**config.mk**
```make
export PLATFORM = sky130hd
export DESIGN_NAME = pbm_mix
export DESIGN_NICKNAME = d
export VERILOG_FILES = /design/src/hdl/poisson_binomial_majority_assert.svh /design/src/hdl/pbm_pkg.sv /design/src/hdl/pbm_mix.sv
export SDC_FILE = /design/constraint.sdc
export NUM_CORES = 2
export LEC_CHECK = 0
export ABC_AREA = 1
export BUFFER_PORTS_ARGS = -buffer_cell sky130_fd_sc_hd__buf_2
export CORE_UTILIZATION = 47
export CTS_BUF_LIST = sky130_fd_sc_hd__clkbuf_16
export DETAILED_ROUTE_END_ITERATION = 12
export PLACE_DENSITY = 0.72
export SETUP_SLACK_MARGIN = 0.5
export SYNTH_ARGS = -nofsm -noshare
export SYNTH_HDL_FRONTEND = slang
export SYNTH_SLANG_ARGS = --single-unit
```
**constraint.sdc**
```tcl
create_clock -name clk -period 8.3 [get_ports clk]
set_clock_uncertainty 0.2 [all_clocks]
set_input_delay 1.66 -clock clk [delete_from_list [all_inputs] [get_ports clk]]
set_output_delay 1.66 -clock clk [all_outputs]
set_load 0.02 [all_outputs]
```
**src/hdl/poisson_binomial_majority_assert.svh**
```systemverilog
// Assertion helpers used by poisson_binomial_majority. Each expects clk and rst in scope.
`ifndef POISSON_BINOMIAL_MAJORITY_ASSERT_SVH
`define POISSON_BINOMIAL_MAJORITY_ASSERT_SVH

// Same-cycle implication.
`define PBM_ASSERT_NOW(label, ante, cons) \
  label: assert property (@(posedge clk) disable iff (rst) (ante) |-> (cons)) \
    else $error("pbm assertion failed");

// Next-cycle implication.
`define PBM_ASSERT_NEXT(label, ante, cons) \
  label: assert property (@(posedge clk) disable iff (rst) (ante) |=> (cons)) \
    else $error("pbm assertion failed");

`endif

```
**src/hdl/pbm_pkg.sv**
```systemverilog
`timescale 1ns / 1ps
package pbm_pkg;

  localparam int unsigned PROB_W = 17;
  localparam int unsigned VAL_W = 33;
  localparam int unsigned PROD_W = PROB_W + VAL_W;
  localparam int unsigned SUM_W = VAL_W + 1;
  localparam int unsigned CNT_OUT_W = 11;
  localparam int unsigned MAX_COINS_DEFAULT = 1024;
  // drain counter value on the last cycle before the final write lands
  localparam logic [1:0] DRAIN_LAST = 2'd2;

  localparam logic [PROB_W-1:0] Q16_ONE = 17'h10000;
  localparam logic [VAL_W-1:0] Q32_ONE = 33'h1_0000_0000;

  typedef enum logic [1:0] {
    ST_IDLE,
    ST_SWEEP,
    ST_DRAIN,
    ST_FINISH
  } pbm_state_t;

  typedef struct packed {
    logic vld;
    logic wr;
    logic acc;
  } pbm_flags_t;

endpackage

```
**src/hdl/pbm_mix.sv**
```systemverilog
`timescale 1ns / 1ps
// Two-stage mix: (p*a >> 16) + (q*b >> 16), each product truncated on its own.
module pbm_mix (
  input  logic                          clk,
  input  logic                          rst,
  input  pbm_pkg::pbm_flags_t           in_flags,
  input  logic [pbm_pkg::PROB_W-1:0]    p,
  input  logic [pbm_pkg::PROB_W-1:0]    q,
  input  logic [pbm_pkg::VAL_W-1:0]     a,
  input  logic [pbm_pkg::VAL_W-1:0]     b,
  output pbm_pkg::pbm_flags_t           out_flags,
  output logic [pbm_pkg::VAL_W-1:0]     result
);

  logic [pbm_pkg::PROD_W-1:0] prod_a;
  logic [pbm_pkg::PROD_W-1:0] prod_b;
  logic [pbm_pkg::SUM_W-1:0]  part_a;
  logic [pbm_pkg::SUM_W-1:0]  part_b;
  logic [pbm_pkg::SUM_W-1:0]  sum;
  pbm_pkg::pbm_flags_t        mid_flags;

  assign prod_a = {{pbm_pkg::VAL_W{1'b0}}, p} * {{pbm_pkg::PROB_W{1'b0}}, a};
  assign prod_b = {{pbm_pkg::VAL_W{1'b0}}, q} * {{pbm_pkg::PROB_W{1'b0}}, b};
  assign sum = part_a + part_b;

  always_ff @(posedge clk) begin
    part_a <= prod_a[16 +: pbm_pkg::SUM_W];
    part_b <= prod_b[16 +: pbm_pkg::SUM_W];
    result <= sum[pbm_pkg::VAL_W-1:0];
  end

  always_ff @(posedge clk) begin
    if (rst) begin
      mid_flags <= '0;
      out_flags <= '0;
    end else begin
      mid_flags <= in_flags;
      out_flags <= mid_flags;
    end
  end

endmodule
```
; ---- Word-level counts from Yosys, hierarchy flattened
; Index checks and enable logic that the tools add are counted.
[classes]
n_shift = 0
eq_ne = 0
n_mul = 2
n_lt_le_gt_ge = 0
n_addsub = 1
reduce_logical = 0
n_mux = 0
n_bitwise = 0
div_mod_pow = 0
[op_table]
columns = operator, n
row1 = multiplier 17 x 33 -> 49 bit, 2
row2 = adder 33 bit, 1
[word_totals]
in_bits = 105
word_cells = 12
latchBits = 0
rom_bits = 0
ff_bits = 105
out_inout_bits = 36
memories = 0
ram_bits = 0

; ---- Longest topological paths before layout
[depth]
depth_word = 1
mapped_depth = 28
ltp_nobuf = 26

; ---- Worst setup path before layout
; Ideal clock, no wire load.
[synth_path]
path_kind = input to register
startpoint = in b[31] (netlist bit)
endpoint = reg part_b[27] (netlist bit)
n_path_buf = 2
path_stages = 25
t_arrival_ps = 6685
path_slack_ps = 1303
t_required_ps = 7987
path_cell_list = clkbuf_1 > clkbuf_1 > nand2_1 > fa_1 > inv_1 > fa_1 > inv_1 > fa_1 > inv_1 > fa_1 > fa_1 > inv_1 > fa_1 > inv_1 > ha_1 > nand2_2 > nor2_2 > inv_2 > nor2_2 > inv_2 > nor2_2 > nand2_1 > or2_1 > nand4_1 > nand2_1
[synth_between]
elab_chain_len = 1
[synth_rtl]
columns = item, line_no
row1 = from (decl), pbm_mix.sv:10  ; input logic [pbm_pkg::VAL_W-1:0] b,
row2 = multiplier 17 x 33 -> 49 bit, pbm_mix.sv:23  ; assign prod_b = {{pbm_pkg::VAL_W{1'b0}}, q} * {{pbm_pkg::PROB_W{1'b0}}, b};
row3 = "net prod_b, one bit", pbm_mix.sv:16  ; logic [pbm_pkg::PROD_W-1:0] prod_b;
row4 = to (signal assigned), pbm_mix.sv:28  ; part_b <= prod_b[16 +: pbm_pkg::SUM_W];
row5 = to (decl), pbm_mix.sv:18  ; logic [pbm_pkg::SUM_W-1:0] part_b;
; The timed path passes the listed nets, and every way through them passes these cells.
; A chain may end at the register's enable or synchronous reset.

; ---- Final worst setup path
[layout_path]
startpoint = in q[8] (netlist bit)
endpoint = reg part_b[10] (netlist bit)
[layout_between]
elab_chain_len = 1
[layout_rtl]
columns = item, line_no
row1 = from (decl), pbm_mix.sv:8  ; input logic [pbm_pkg::PROB_W-1:0] q,
row2 = multiplier 17 x 33 -> 49 bit, pbm_mix.sv:23
row3 = "net prod_b, one bit", pbm_mix.sv:16
; The timed path passes the listed nets, and every way through them passes these cells.

==> summary.md <==
| Metric | Value |
|---|---|
| Status | finished clean |
| Hold Crit Class | flip-flop to flip-flop |
| Setup crit start kind | primary input |
| Max Cap Viol | 0 |
| Share of cells above drive strength 1 | 0.0385 |
| Slew HR | 0.426 |
| DRC | 0 |
| Area share of the largest cell type after synthesis | 0.448 |
| Nets@finish | roughly 6800 |
| Syn avg cell area | approximately 7.4 um^2 |
| Die Span Y | a little under 300 um |
| CP max FO | 25 |
| Fin crit share | 0.913 |
| Final Setup Violations | 0 |
| Die area | slightly below 0.09 mm^2 |
| DP HPWL | between 90 and 100 mm |
| DR iter-0 viols | 2483 |
| Tot GR Track Use | 0.266 |
| Clock Sinks | between 100 and 150 |
| Pin count of the biggest net entering global routing | 34 |
| Core area | between 0.08 and 0.09 mm^2 |
| Resize count post-CTS | 0 |
| Arrival time at the worst endpoint | around 7.6 ns |
| DRT Wirelength | approximately 110 mm |
| Vias in the first global route | 36300 |
| CTS Buf Count | 9 |
| Root buffer cell | clkbuf_16 |
| Sequential cell area fraction in the yosys report | 0.0509 |
| Endpoint type of the worst setup path | flip-flop |
| Die span in x | around 300 um |
| Syn Inst Count | ~5600 |
| DR vias | 34100 |
| Clock-pin slew on the worst setup and hold paths | around 0.080 ns |
| CTS tree | built |
| Antenna violations before repair | 0 |
| Worst skew pair latency | 0.37 ns |
| Vias per cell | roughly 5.1 |
| Drt pass-1 iters | 6 |
| ANT nets after route | 0 |
| Clock tree buffer depth | 2 |
| Ranking of synthesized cells by area | fa_1 (45%), inv_1 (15%), nand2_1 (15%) |
| CP Class | primary input to flip-flop |
| Ys async rst share | 0 |
| FF+latch count, synth | 105 |
| CTS H-tree depth | 3 |
| Fin crit period | around 7.6 ns |
| Initial Utilization | 0.475 |
| Grt total ovfl | 0 |
| Final hold vios | 0 |
| Post-CTS Setup Bufs | 0 |
| Fmax achieved | between 100 and 150 MHz |
| Synth area leader | fa_1 |
| Primary FF master, synth | dfxtp_1 |
| Synthesized area | 0.0413 mm^2 |
| Number of top-level pins | 141 |
| Yosys warning count | 0 |
| # diodes | 0 |
| Worst-Margin Slew | about 0.86 ns |
| Net Count, Synth | around 7000 |
| Critical path required time | roughly 8.4 ns |
| Hold buffer count at cts | 0 |
| Gpl congestion | ~0.97 |
| Final slew viol count | 0 |
| Wire length per cell | ~17 um |
| First-pass GRT wire length | 189 mm |
| Setup TNS | 0 ns |
| RSZ-0062 raised after global routing | false |
| Site row count | approximately 110 |
| Post-synth EDFFs | 0 |
| Synth cell types | 33 |
| Synthesis-to-finish area growth | 4.20% |
| Number of port buffers | 140 |
[cells by family after synthesis]
| group | after synthesis | synth area share |
|---|---|---|
| and+or+nand+nor | 2007 | 0.191 |
| adders and majority gates | 1191 | 0.529 |
| AOI/OAI and AO/OA | 305 | 0.0399 |
| xor gates and xnor gates | 63 | 0.0134 |
| buffers and inverters | 1941 | 0.177 |
| DFF | 105 | 0.0509 |
[flip-flops by register name (all words and copies together) (netlist names)]
signal / count
part_a: 33
part_b: 33
result: 33
mid_flags: 3
out_flags: 3
[synth_stat cells, types with 14 or more instances]
cell	n
inv_1	1674
nand2_1	1612
fa_1	923
ha_1	268
clkbuf_1	260
nor2_1	210
a21oi_1	168
dfxtp_1	105
nand3_1	97
o21ai_0	82
xor2_1	43
nand4_1	26
nor3_1	22
xnor2_1	20
o21a_1	14
[per-stage QoR]
stage	setup WS [ns]	hold slack (ns)	instances	instance area [um^2]	util
final	0.724	0.207	6694	43000	0.495
after global routing	0.648	0.218	6694	43000	0.495
after CTS	0.863	0.208	6694	43000	0.495
after detailed placement	0.493	0.201	6678	42700	0.491
after global placement	0.472	0.190	6678	42700	0.491
after floorplan	1.30	0.188	5612	41300	-
[routing by layer]
metal	routed length (um)	GRT usage	vias up
li1	-	-	15600
met1	46100	0.349	16900
met2	55700	0.461	1443
met3	9090	0.0298	252
met4	3670	0.0841	0
met5	0	0	-
[critical path, cell delays in order]
cell and delay, ns:
buf_2 0.51, buf_4 0.30, nand2_1 0.10, fa_1 0.56
inv_1 0.05, fa_1 0.51, fa_1 0.57, fa_1 0.43
fa_1 0.50, inv_1 0.06, fa_1 0.47, inv_1 0.04
ha_1 0.35, nand2_1 0.14, inv_1 0.05, a21oi_1 0.26
a21boi_0 0.32, o21ai_0 0.28, nand2_1 0.12, nand2_1 0.09
xor2_1 0.25
[layout make-up]
cell class	instances	area, um^2
timing repair buffer	173	948
clock buffer	9	225
sequential	105	2100
multi-input combinational	3566	31900
inverter	1679	6300
fill	8504	43900
tap	1155	1450
clock inverter	7	103
[final timing paths]
kind | from | end | slack, ns | depth (start not counted)
hold reg to reg | mid_flags[0] | out_flags[0] | 0.21 | 2
hold / removal | mid_flags[0] | out_flags[0] | 0.21 | 2
setup / recovery | q[8] | part_b[10] | 0.72 | 21
setup reg to reg | part_b[0] | result[30] | 5.94 | 11
[cells in the final DEF, fill, tap and decap left out, types with 22 or more instances in the layout]
cell / count
nand2_1: 1612
fa_1: 923
buf_2: 140
nand4_1: 26
o21ai_0: 82
nor2_1: 210
nor3_1: 22
nand3_1: 97
a21oi_1: 168
ha_1: 268
xor2_1: 43
buf_4: 33
dfxtp_1: 105
inv_1: 1674
Power is left out: the tool's default activity adds up to more than one toggle a clock period on the data nets, which glitch-free logic cannot reach.
